**config.mk**
```make
export PLATFORM = sky130hd
export DESIGN_NAME = deque_push_both_pop_front_unit
export DESIGN_NICKNAME = d
export VERILOG_FILES = /design/src/design/dpbf_pkg.sv /design/src/design/dpbf_ctrl.sv /design/src/design/dpbf_datapath.sv /design/src/design/deque_push_both_pop_front_unit.sv
export SDC_FILE = /design/constraint.sdc
export NUM_CORES = 1
export LEC_CHECK = 0
export ABC_CLOCK_PERIOD_IN_PS = 5100
export BUFFER_PORTS_ARGS = -buffer_cell sky130_fd_sc_hd__buf_2
export CAP_MARGIN = 20
export CORE_MARGIN = 4
export CORE_UTILIZATION = 55
export CTS_CLUSTER_SIZE = 20
export DETAILED_ROUTE_END_ITERATION = 8
export HOLD_SLACK_MARGIN = 0.1
export PLACE_DENSITY = 0.84
export SYNTH_ARGS = -nofsm -noshare
export SYNTH_HDL_FRONTEND = slang
export SYNTH_HIERARCHICAL = 1
export SYNTH_SLANG_ARGS = --single-unit
export TNS_END_PERCENT = 100
```
**constraint.sdc**
```tcl
create_clock -name clk -period 5.1 [get_ports clk]
set_input_delay 1.275 -clock clk [delete_from_list [all_inputs] [get_ports clk]]
set_output_delay 1.275 -clock clk [all_outputs]
set_load 0.02 [all_outputs]
```
**src/design/dpbf_pkg.sv**
```systemverilog
`timescale 1ns / 1ps
// Package for the push-both, pop-front deque: sizes, command and status codes,
// and the command bundle from the controller to the datapath. No dependencies.
package dpbf_pkg;

  // Store geometry.
  localparam int DEPTH      = 16;
  localparam int DATA_WIDTH = 32;
  localparam int ADDR_W     = (DEPTH > 1) ? $clog2(DEPTH) : 1;
  localparam int CNT_W      = $clog2(DEPTH + 1);

  // Item field widths.
  localparam int CMD_W    = 2;
  localparam int VALUE_W  = 32;
  localparam int STATUS_W = 2;
  localparam int FILL_W   = 5;

  // Stream word widths, padded to whole bytes.
  localparam int IN_TDATA_W  = 40;
  localparam int OUT_TDATA_W = 40;

  // Commands.
  localparam logic [CMD_W-1:0] CMD_PUSH_BACK  = 2'd0;
  localparam logic [CMD_W-1:0] CMD_PUSH_FRONT = 2'd1;
  localparam logic [CMD_W-1:0] CMD_POP_FRONT  = 2'd2;
  localparam logic [CMD_W-1:0] CMD_NOP        = 2'd3;

  // Result status.
  localparam logic [STATUS_W-1:0] STAT_OK    = 2'd0;
  localparam logic [STATUS_W-1:0] STAT_FULL  = 2'd1;
  localparam logic [STATUS_W-1:0] STAT_EMPTY = 2'd2;

  // Controller commands to the datapath.
  typedef struct packed {
    logic exec;      // accepted request: update pointers, write or read the store
    logic load_out;  // move the finished result into the output register
  } dpbf_ctrl_t;

endpackage

```
**src/design/dpbf_ctrl.sv**
```systemverilog
`timescale 1ns / 1ps
// Controller of the deque: two-state sequencer and output valid flag.
// Depends on dpbf_pkg.
module dpbf_ctrl (
  input  logic               clk,
  input  logic               rst,
  input  logic               s_tvalid,
  output logic               s_tready,
  output logic               m_tvalid,
  input  logic               m_tready,
  output dpbf_pkg::dpbf_ctrl_t ctrl
);
  import dpbf_pkg::*;

  localparam logic ST_IDLE = 1'b0;
  localparam logic ST_LOAD = 1'b1;

  logic state;
  logic state_next;
  logic out_free;

  // The output slot can take a new result when empty or being drained.
  assign out_free      = !m_tvalid || m_tready;
  assign s_tready      = (state == ST_IDLE);
  assign ctrl.exec     = s_tvalid && s_tready;
  assign ctrl.load_out = (state == ST_LOAD) && out_free;

  // Next-state logic.
  always_comb begin
    state_next = state;
    unique case (state)
      ST_IDLE: if (ctrl.exec) state_next = ST_LOAD;
      ST_LOAD: if (out_free) state_next = ST_IDLE;
      default: state_next = ST_IDLE;
    endcase
  end

  // State and output valid registers.
  always_ff @(posedge clk) begin
    if (rst) begin
      state    <= ST_IDLE;
      m_tvalid <= 1'b0;
    end else begin
      state <= state_next;
      if (ctrl.load_out) begin
        m_tvalid <= 1'b1;
      end else if (m_tready) begin
        m_tvalid <= 1'b0;
      end
    end
  end

endmodule

```
**src/design/dpbf_datapath.sv**
```systemverilog
`timescale 1ns / 1ps
// Datapath of the deque: ring store, front and back pointers, fill count and
// the result registers. Depends on dpbf_pkg.
module dpbf_datapath (
  input  logic                              clk,
  input  logic                              rst,
  input  dpbf_pkg::dpbf_ctrl_t              ctrl,
  input  logic [dpbf_pkg::CMD_W-1:0]        cmd,
  input  logic [dpbf_pkg::VALUE_W-1:0]      push_value,
  output logic [dpbf_pkg::VALUE_W-1:0]      pop_value,
  output logic [dpbf_pkg::STATUS_W-1:0]     status,
  output logic [dpbf_pkg::FILL_W-1:0]       fill_count
);
  import dpbf_pkg::*;

  logic [DATA_WIDTH-1:0] mem [DEPTH];
  logic [DATA_WIDTH-1:0] rd_data;

  logic [ADDR_W-1:0] head;
  logic [ADDR_W-1:0] tail;
  logic [CNT_W-1:0]  count;
  logic [ADDR_W-1:0] head_next;
  logic [ADDR_W-1:0] tail_next;
  logic [CNT_W-1:0]  count_next;

  logic [ADDR_W-1:0]   head_inc;
  logic [ADDR_W-1:0]   head_dec;
  logic [ADDR_W-1:0]   tail_inc;
  logic                full;
  logic                empty;
  logic                wr_en;
  logic [ADDR_W-1:0]   wr_addr;
  logic [STATUS_W-1:0] res_status;
  logic                pop_ok;

  logic [STATUS_W-1:0] res_status_q;
  logic                pop_ok_q;
  logic [CNT_W-1:0]    res_count_q;

  // Ring pointer arithmetic with wrap at the store depth.
  assign head_inc = (head == ADDR_W'(DEPTH - 1)) ? '0 : head + 1'b1;
  assign head_dec = (head == '0) ? ADDR_W'(DEPTH - 1) : head - 1'b1;
  assign tail_inc = (tail == ADDR_W'(DEPTH - 1)) ? '0 : tail + 1'b1;
  assign full     = (count == CNT_W'(DEPTH));
  assign empty    = (count == '0);

  // Command decode and next pointer values.
  always_comb begin
    head_next  = head;
    tail_next  = tail;
    count_next = count;
    wr_en      = 1'b0;
    wr_addr    = tail;
    res_status = STAT_OK;
    pop_ok     = 1'b0;
    unique case (cmd)
      CMD_PUSH_BACK: begin
        if (full) begin
          res_status = STAT_FULL;
        end else begin
          wr_en      = 1'b1;
          wr_addr    = tail;
          tail_next  = tail_inc;
          count_next = count + 1'b1;
        end
      end
      CMD_PUSH_FRONT: begin
        if (full) begin
          res_status = STAT_FULL;
        end else begin
          wr_en      = 1'b1;
          wr_addr    = head_dec;
          head_next  = head_dec;
          count_next = count + 1'b1;
        end
      end
      CMD_POP_FRONT: begin
        if (empty) begin
          res_status = STAT_EMPTY;
        end else begin
          pop_ok     = 1'b1;
          count_next = count - 1'b1;
          // The last word leaves: both ends return to slot zero.
          if (count == CNT_W'(1)) begin
            head_next = '0;
            tail_next = '0;
          end else begin
            head_next = head_inc;
          end
        end
      end
      CMD_NOP: begin
      end
      default: begin
      end
    endcase
  end

  // Pointer and count registers.
  always_ff @(posedge clk) begin
    if (rst) begin
      head  <= '0;
      tail  <= '0;
      count <= '0;
    end else if (ctrl.exec) begin
      head  <= head_next;
      tail  <= tail_next;
      count <= count_next;
    end
  end

  // Ring store: one write port, one registered read port at the front.
  always_ff @(posedge clk) begin
    if (ctrl.exec && wr_en) begin
      mem[wr_addr] <= push_value[DATA_WIDTH-1:0];
    end
    if (ctrl.exec) begin
      rd_data <= mem[head];
    end
  end

  // Result of the request in flight.
  always_ff @(posedge clk) begin
    if (ctrl.exec) begin
      res_status_q <= res_status;
      pop_ok_q     <= pop_ok;
      res_count_q  <= count_next;
    end
  end

  // Output register.
  always_ff @(posedge clk) begin
    if (ctrl.load_out) begin
      pop_value  <= pop_ok_q ? VALUE_W'(rd_data) : '0;
      status     <= res_status_q;
      fill_count <= FILL_W'(res_count_q);
    end
  end

endmodule

```
**src/design/deque_push_both_pop_front_unit.sv**
```systemverilog
`timescale 1ns / 1ps
// Deque with push at both ends and pop at the front, over a 16-word ring store.
// Result path: a request's result is first registered in the datapath's result
// registers, then moved into the output register, which waits while it still
// holds a result that has not been taken. A new request is accepted only once
// the result of the last one has moved into the output register.
// Reset (rst, synchronous): queue empty, both ends at slot zero, no result.
// Depends on dpbf_pkg, dpbf_ctrl and dpbf_datapath.
module deque_push_both_pop_front_unit (
  input  logic                               clk,
  input  logic                               rst,
  input  logic                               s_tvalid,
  output logic                               s_tready,
  // Fields from bit 0: cmd[1:0], push_value[33:2], zero pad[39:34].
  input  logic [dpbf_pkg::IN_TDATA_W-1:0]    s_tdata,
  output logic                               m_tvalid,
  input  logic                               m_tready,
  // Fields from bit 0: pop_value[31:0], status[33:32], fill_count[38:34], zero pad[39].
  output logic [dpbf_pkg::OUT_TDATA_W-1:0]   m_tdata
);
  import dpbf_pkg::*;

  dpbf_ctrl_t          ctrl;
  logic [VALUE_W-1:0]  pop_value;
  logic [STATUS_W-1:0] status;
  logic [FILL_W-1:0]   fill_count;

  // Sequencer.
  dpbf_ctrl u_ctrl (
    .clk      (clk),
    .rst      (rst),
    .s_tvalid (s_tvalid),
    .s_tready (s_tready),
    .m_tvalid (m_tvalid),
    .m_tready (m_tready),
    .ctrl     (ctrl)
  );

  // Store, pointers and result registers.
  dpbf_datapath u_datapath (
    .clk        (clk),
    .rst        (rst),
    .ctrl       (ctrl),
    .cmd        (s_tdata[CMD_W-1:0]),
    .push_value (s_tdata[CMD_W +: VALUE_W]),
    .pop_value  (pop_value),
    .status     (status),
    .fill_count (fill_count)
  );

  // Pack the result word.
  assign m_tdata = {{(OUT_TDATA_W - VALUE_W - STATUS_W - FILL_W){1'b0}},
                    fill_count, status, pop_value};

endmodule
```
# Word level (Yosys, flattened, before mapping)
# Memory sizes are Yosys's and may differ from the RTL's. A register that Yosys moved wholly into a read port is not among the register bits.
# Cells that the tools add are included.
[op_classes] n_addsub=5 eq_ne=10 mux=29 bitwise=1 reduce_logical=14
[op_table] op="4-bit 2-to-1 mux" count=11
[op_table] op="4-bit case mux with 2 select lines" count=2
[op_table] op="1-bit 2-to-1 mux" count=10
[op_table] op="5-bit 2-to-1 mux" count=2
[op_table] op="5-bit case mux with 2 select lines" count=1
[op_table] op="4-bit by 1-bit adder with 4-bit output (second input constant)" count=2
[op_table] op="4-bit equality test (second input constant)" count=2
[op_table] op="2-bit != test (second input constant)" count=3
[op_table] op="2-bit nonzero test" count=3
[op_table] op="5-bit by 1-bit adder with 5-bit output (second input constant)" count=1
[op_table] op="5-bit by 1-bit equality test with 1-bit output (second input constant)" count=1
[op_table] op="5-bit equality test (second input constant)" count=1
[op_table] op="5-bit zero test" count=1
[op_table] op="5-bit AND reduction" count=1
[op_table] op="5-bit by 1-bit subtractor with 5-bit output (second input constant)" count=1
[op_table] op="4-bit zero test" count=1
[op_table] op="2-bit case mux with 2 select lines" count=1
[op_table] op="4-bit AND reduction" count=1
[op_table] op="4-bit by 1-bit subtractor with 4-bit output (second input constant)" count=1
[op_table] op="1-bit logical AND" count=3
[op_table] op="2-bit by 1-bit equality test with 1-bit output (second input constant)" count=1
[op_table] op="2-bit equality test (second input constant)" count=1
[op_table] op="2-bit zero test" count=1
[op_table] op="2-bit 2-to-1 mux" count=1
[op_table] op="6 further kinds" count=6
[totals] regBits=62 mem_bits_rw=512 inputBits=44 output_inout_bits=42 word_cells=71 mem_count=1
[mem_list] memory="u_datapath.mem" words=16 width=32 rd=1 rd_clocked_by_memory_dff=1 wr=1 line="dpbf_datapath.sv:16" source="logic [DATA_WIDTH-1:0] mem [DEPTH];"

# Logic depth before layout (Yosys ltp)
# Gate-level depths: netlist (run 1).
[depth] word_depth=6 mapped_depth=9 depth_no_buf=6

# By module
# Netlist (run 1), hierarchy kept.
[by_module_without_submodules] mod="dpbf_datapath" n_inst=1 cells_each=1016 area_per_inst_um2=23605.1 seq_area_each_um2=18007.3
[by_module_without_submodules] mod="dpbf_ctrl" n_inst=1 cells_each=9 area_per_inst_um2=87.6 seq_area_each_um2=40.0
[by_module_without_submodules] mod="deque_push_both_pop_front_unit" n_inst=1 cells_each=2 area_per_inst_um2=11.3 seq_area_each_um2=0.0

# Least setup slack after synthesis (run 1)
# OpenSTA, ideal clock, no wires.
[synth_path] kind="input-to-reg" from="input s_tvalid" to="memory u_datapath.mem[2][0] (enable)" setup_ns=0.461 arrival_time_ns=4.768 t_required_ns=4.639 slack_ns=-0.129 path_stages=4 path_buffers=1 path_cell_list="and2b_2 clkbuf_1 nand3b_1 nor3_1"
[synth_via] elab_chain_cells=4
[synth_lines] item="start: declaration" line="deque_push_both_pop_front_unit.sv:12" source="input logic s_tvalid,"
[synth_lines] item="1-bit logical AND" line="dpbf_ctrl.sv:25" source="assign ctrl.exec = s_tvalid && s_tready;"
[synth_lines] item="1-bit logical AND" line="dpbf_datapath.sv:114" source="if (ctrl.exec && wr_en) begin"
[synth_lines] item="1-bit 2-to-1 mux" line="dpbf_datapath.sv:114"
[synth_lines] item="1-bit 2-to-1 mux (implied by the code)" line="dpbf_datapath.sv:115" source="mem[wr_addr] <= push_value[DATA_WIDTH-1:0];"
[synth_lines] item="end: declaration" line="dpbf_datapath.sv:16"
# Every way passes these cells.

# Final worst setup path (run 1)
[layout_path] from="register u_datapath.count[0]" to="memory u_datapath.mem[9][25] (enable)"
[layout_via] elab_chain_cells=6 word_cells_on_any_way=8 classes_between="eq/ne (1); mux (6); reduce/logical (1)"
[layout_lines] item="start: declaration" line="dpbf_datapath.sv:21" source="logic [CNT_W-1:0] count;"
[layout_lines] item="start signal: assignment" line="dpbf_datapath.sv:108" source="count <= count_next;"
[layout_lines] item="5-bit equality test *" line="dpbf_datapath.sv:44" source="assign full = (count == CNT_W'(DEPTH));"
[layout_lines] item="1-bit 2-to-1 mux" line="dpbf_datapath.sv:58, dpbf_datapath.sv:68"
[layout_lines] item="1-bit 2-to-1 mux"
[layout_lines] item="1-bit logical AND" line="dpbf_datapath.sv:114"
[layout_lines] item="1-bit 2-to-1 mux" line="dpbf_datapath.sv:114"
[layout_lines] item="1-bit 2-to-1 mux (implied by the code)" line="dpbf_datapath.sv:115"
# Every way passes the cells marked *; elsewhere a longest branch is shown, timed or not.

==> flow_metrics.py, run 1 <==
metrics = {
    "synth": {
        "ys_top_cells_by_area": "edfxtp_1, mux4_2, mux4_1",
        "synth_enable_flop_cells": 591,
        "yosys_warnings": 6,
        "yosysUniqueCellTypes": 66,
        "async_flop_share_pct": 0,
        "syn-num-nets": 1078,
        "syn_avg_cell_area_sq_um": 23.1,
        "synthFlopType": "edfxtp_1",
        "syn_area_sq_um": 23700,
        "syn_inst": 1027,
        "seq_area_frac_synth_pct": 76.1,
        "synth_top_area_cell": "edfxtp_1",
        "synth_top_cell_area_share_pct": 74.9,
        "ys_ff_latch": 606,
    },
    "placed_design": {
        "place.gp.congestion": 0.846,
        "portBuffers": 78,
        "place_area_sq_um": 24600,
        "hpwl_mm": 24.3,
    },
    "die": {
        "start_util_pct": 56.0,
        "io_pins": 86,
        "die_width_microns": 216,
        "die_h_microns": 216,
        "core_sq_um": 42300,
        "rows": 75,
        "dieArea_sq_um": 46500,
    },
    "timing": {
        "final.min_clock_period_ns": 3.56,
        "setup_viol": 0,
        "tightestPinTransition_ns": 1.03,
        "skew_ns": 0.0115,
        "final_max_slew_viol_count": 0,
        "clock.fmax_ghz": 0.281,
        "fin_crit_sh_pct": 69.7,
        "hold_violations": 0,
        "rsz0062_at_grt": "false",
        "maxSlewHeadroom_pct": 31.7,
    },
    "finish": {
        "drive_gt1_share_pct": 25.9,
        "num-nets-final": 1185,
        "final_cell_mix": "edfxtp_1, mux4_2, buf_2",
        "fin_area_sq_um": 26400,
        "layout_commonest_cell": "edfxtp_1",
        "syn2layout_area_growth_pct": 11.6,
    },
    "routing": {
        "wl_per_cell_microns": 28.6,
        "final_antenna_net_count": 0,
        "drc": 0,
        "viasPerCell": 6.28,
        "vias": 11100,
        "drt_iter0_markers": 1232,
        "first_pass_iters": 5,
        "drt_wl_total_mm": 50.3,
    },
    "min_path": {
        "worst_hold_path_type": "flop to flop",
    },
    "cts": {
        "clock-root-buffer": "clkbuf_16",
        "cts_sinks": 606,
        "clock_path_buffers": 3,
        "cts_tree": "done",
        "clk_pin_slew_ns": 0.06,
        "worstSkewPairLatency_ns": 0.60,
        "cts_setup_buffers": 0,
        "cts.repair.resized": 0,
        "cts_hold_buffers": 0,
        "numCtsBuffers": 56,
        "htree_levels": 2,
    },
    "pwr": {
        "p_per_area_nw_per_um2": 390,
        "p_leak_nw": 8.38,
        "ir_drop_mv": 0.284,
        "finalPower_w": 0.0103,
    },
    "critical_path": {
        "required_ns": 5.34,
        "cpPeakStageDelay_ns": 0.52,
        "worstSetupPathType": "flop to flop",
        "crit_path_top_delay_cell": "o21bai_1",
        "path_cells": "inv_1, ha_1, nand4bb_1, nand3b_1, o21bai_1, nor2_4, buf_4",
        "path_max_fanout": 22,
        "critPathCaptureType": "flop",
        "start_kind": "flop",
        "critPathArrivalTime_ns": 3.79,
    },
    "run_status": {
        "status": "completed",
    },
    "global_route": {
        "grt_max_degree": 128,
        "grt_pass1_vias": 11600,
        "track_usage_pct": 21.8,
        "antenna_found_initial": 4,
        "grt_pass1_wl_mm": 75.3,
        "grt.overflow.total": 0,
    },
    "flow_run": {
        "maxCapViolations": 0,
    },
}
-- registers in the layout (all words and copies together), names as in the netlist --
| name | cells |
|---|---|
| u_datapath/mem | 512 |
| u_datapath/pop_value | 32 |
| u_datapath/rd_data | 32 |
| u_datapath/count | 5 |
| u_datapath/fill_count | 5 |
| u_datapath/res_count_q | 5 |
| u_datapath/head | 4 |
| u_datapath/tail | 4 |
| u_datapath/res_status_q | 2 |
| u_datapath/status | 2 |
| u_ctrl/m_tvalid | 1 |
| u_ctrl/state | 1 |
| u_datapath/pop_ok_q | 1 |
-- layer usage --
metal	GRT usage [%]	up-vias	part of all wire, %
li1	-	4620	-
met5	0	-	0.040
met3	3.97	98	7.3
met4	7.37	2	3.0
met1	28.7	5753	37
met2	37.4	579	52
-- report_power, final --
group / internal, W / total [W] / switching, W
sequential: 0.00557 / 0.00560 / 0.0000358
combinational: 0.000262 / 0.000613 / 0.000351
clock: 0.00235 / 0.00408 / 0.00173
total: 0.00818 / 0.0103 / 0.00212
-- metrics by stage --
| step | setup TNS, ns | std cells | hold slack (ns) | setup WS (ns) | utilization (%) |
|---|---|---|---|---|---|
| 4_1_cts | 0 | 1758 | 0.417 | 1.60 | 62.5 |
| 3_3_place_gp | 0 | 1653 | 0.404 | 1.33 | 58.2 |
| 6_report | 0 | 1761 | 0.418 | 1.54 | 62.5 |
| 2_1_floorplan | -32.69 | 1027 | 0.400 | -0.129 | - |
| 5_1_grt | 0 | 1761 | 0.420 | 1.41 | 62.5 |
| 3_5_place_dp | 0 | 1653 | 0.405 | 1.26 | 58.2 |
-- worst max-delay path, delay by kind of cell, from the launching register on --
family,cells,cell delay [ns]
buf+inv,2,0.65
fa+ha+maj,1,0.27
compound gates,1,0.52
flops,1,0.46
simple gates,3,1.27
-- worst paths after layout --
kind / start / endpoint / slack [ns] / cells after the start
worst max register to register: u_datapath/count[0] / u_datapath/mem[9][25] / 1.54 / 7
worst min register to register: u_datapath/res_status_q[0] / u_datapath/status[0] / 0.42 / 0
worst min-delay path: u_datapath/res_status_q[0] / u_datapath/status[0] / 0.42 / 0
worst max-delay path: u_datapath/count[0] / u_datapath/mem[9][25] / 1.54 / 7
-- kinds of logic after synthesis --
logic type	synth area share, %
flip-flops	76.1
AO/OA/AOI/OAI	2.10
AND/OR/NAND/NOR	2.86
XOR/XNOR	0.148
adder cells (fa/ha/maj)	0.369
multiplexers	16.2
buffers and inverters	2.19
other	0.0158
-- cells in the mapped netlist, drive strengths merged (3+ instances only) --
library cell	n
or3b	4
a2111oi	3
a21oi	13
nor2b	8
nor2	20
clkbuf	28
o31ai	7
nand2b	5
buf	26
a31oi	5
edfxtp	591
nand4	4
nand3	3
o211ai	3
xnor2	4
and2	33
nand2	10
mux4	159
a211oi	4
a32oi	3
and3	3
nor3	11
dfxtp	15
o21ai	9
ha	7
inv	10
-- cell type report --
class	instances	area, sq um
Inverter	10	37.5
Fill cell	2688	15900
Antenna cell	3	7.51
Tap cell	577	722
Clock buffer	78	1540
Sequential cell	606	18100
Timing Repair Buffer	103	591
Clock inverter	27	259
Multi-Input combinational cell	357	5240
Power figures use the tool's default switching activity.
==> inputs of run 2 (changes only) <==
- ABC_CLOCK_PERIOD_IN_PS: 5100 -> 3000
- clock period: 5.1 -> 3 ns (I/O delays scaled with it)
==> flow_metrics.py, run 2 (synthesized netlist as in run 1, its figures left out) <==
metrics = {
    "timing": {
        "clock.fmax_ghz": 0.349,
        "rsz0062_at_grt": "false",
        "final.min_clock_period_ns": 2.87,
        "hold_violations": 0,
        "tightestPinTransition_ns": 1.06,
        "fin_crit_sh_pct": 95.6,
        "setup_viol": 0,
        "final_max_slew_viol_count": 0,
        "maxSlewHeadroom_pct": 28.9,
        "setup_ws_ns": 0.131,
        "skew_ns": 0.0391,
    },
    "die": {
        "io_pins": 86,
        "rows": 75,
        "start_util_pct": 56.0,
        "dieArea_sq_um": 46500,
        "die_h_microns": 216,
        "core_sq_um": 42300,
        "die_width_microns": 216,
    },
    "critical_path": {
        "r2r_cells": 7,
        "crit_buf_inv": 2,
        "start_kind": "flop",
        "r2r_setup_slack_ns": 0.13,
        "timing.rr.end": "u_datapath/mem[4][10]",
        "critPathCaptureType": "flop",
        "worstSetupPathType": "flop to flop",
        "path_max_fanout": 32,
        "cpPeakStageDelay_ns": 0.84,
        "crit_family": "compound AO/OA/AOI/OAI gates",
        "crit_path_top_delay_cell": "a2bb2oi_1",
        "critPathArrivalTime_ns": 3.21,
        "required_ns": 3.34,
        "path_cells": "inv_1, ha_1, nand4bb_1, nand4_1, a2bb2oi_1, nor3_4, buf_12",
        "r2r-start": "u_datapath/count[0]",
    },
    "pwr": {
        "ir_drop_mv": 0.491,
        "p_leak_nw": 8.62,
        "finalPower_w": 0.0175,
        "p_per_area_nw_per_um2": 648,
    },
    "cts": {
        "clk_pin_slew_ns": 0.06,
        "clock-root-buffer": "clkbuf_16",
        "numCtsBuffers": 58,
        "htree_levels": 2,
        "cts_sinks": 606,
        "worstSkewPairLatency_ns": 0.62,
        "cts_setup_buffers": 0,
        "clock_path_buffers": 3,
        "cts_tree": "done",
    },
    "run_status": {
        "status": "completed",
    },
    "global_route": {
        "antenna_found_initial": 3,
        "track_usage_pct": 22.9,
        "gr-max-usage-layer": "met2",
        "grt_pass1_wl_mm": 78.6,
        "use_met3_pct": 4.19,
        "grt_pass1_vias": 11700,
        "met2_usage_pct": 38.4,
        "grtUsageMet1_pct": 31.0,
        "grt.overflow.total": 0,
        "grt_max_degree": 90,
    },
    "placed_design": {
        "preCtsSetupSlack_ns": 0.135,
        "hpwl_mm": 26.9,
        "place_area_sq_um": 25200,
        "place.gp.congestion": 0.802,
        "portBuffers": 78,
    },
    "routing": {
        "viasPerCell": 6.39,
        "drt_iter0_markers": 1486,
        "drt_wl_total_mm": 52.5,
        "drc": 0,
        "final_antenna_net_count": 0,
        "first_pass_iters": 5,
        "vias": 11400,
        "wl_per_cell_microns": 29.4,
    },
    "finish": {
        "largest_register_ffs": 512,
        "num-nets-final": 1216,
        "layout_commonest_cell": "edfxtp_1",
        "fin_area_sq_um": 27000,
        "syn2layout_area_growth_pct": 14.1,
        "final_cell_mix": "edfxtp_1, mux4_2, buf_2",
        "top_register": "u_datapath/mem",
        "top_regs": "u_datapath/mem (512), u_datapath/pop_value (32), u_datapath/rd_data (32)",
        "drive_gt1_share_pct": 28.4,
    },
    "min_path": {
        "hold_depth": 0,
        "timing.hold.worst_endpoint": "u_datapath/fill_count[4]",
        "worst_hold_path_type": "flop to flop",
        "hold_path.startpoint": "u_datapath/res_count_q[4]",
    },
    "flow_run": {
        "maxCapViolations": 0,
    },
}
[run 2: cell types whose count changed in the layout (fill, tap and decap cells not counted), sizes merged]
cell and delta:
clkinv +1, clkbuf -7, buf +29, inv +2
bufinv -2, diode -1, clkinvlp +4
[run 2: stage by stage]
step                      TNS, ns  instances  hold slack, ns  util [%]
final                           0       1787           0.418      63.9
after global routing            0       1787           0.425      63.9
after CTS                       0       1785           0.419      63.9
after detailed placement        0       1682           0.405      59.7
after global placement          0       1682           0.402      59.7
after floorplan           -190.15       1027           0.400         -
[run 2: cell type report]
| type | instances | area [sq um] |
|---|---|---|
| diodes | 2 | 5.00 |
| clock buffers | 71 | 1500 |
| clock inverters | 32 | 279 |
| fillers | 2620 | 15300 |
| inverters | 10 | 37.5 |
| multi-input cells | 357 | 5320 |
| flip-flops and latches | 606 | 18100 |
| well taps | 577 | 722 |
| repair buffers | 132 | 1120 |
[run 2: power by group]
group	internal, W	switching (W)	leakage [nW]
clock network	0.00382	0.00307	0.852
logic	0.000477	0.000638	2.28
registers	0.00947	0.0000557	5.49
total	0.0138	0.00377	8.62
[run 2: timing repair]
| item | in CTS | in global routing |
|---|---|---|
| gates resized for setup | 0 | 1 |
| setup endpoints to repair | 0 | 25 |
| hold buffers | 0 | 0 |
[run 2: worst max path at each step]
stage / from / end / slack [ns] / cells after the start
final: u_datapath/count[0] / u_datapath/mem[4][10] / 0.13 / 7
after global routing: u_datapath/count[0] / u_datapath/mem[0][31] / 0.01 / 7
after CTS: u_datapath/count[0] / u_datapath/mem[6][2] / 0.13 / 7
after detailed placement: u_datapath/count[0] / u_datapath/mem[6][7] / 0.14 / 7
after global placement: u_datapath/count[0] / u_datapath/mem[6][7] / 0.29 / 7
after floorplan: s_tvalid / u_datapath/mem[0][0] / -0.39 / 4
[run 2: routing by layer]
metal | wire [microns] | part of all wire (%) | vias up
met4 | 1630 | 3.1 | 0
li1 | - | - | 4681
met3 | 4450 | 8.5 | 107
met5 | 0 | 0 | -
met2 | 27000 | 51 | 699
met1 | 19400 | 37 | 5923
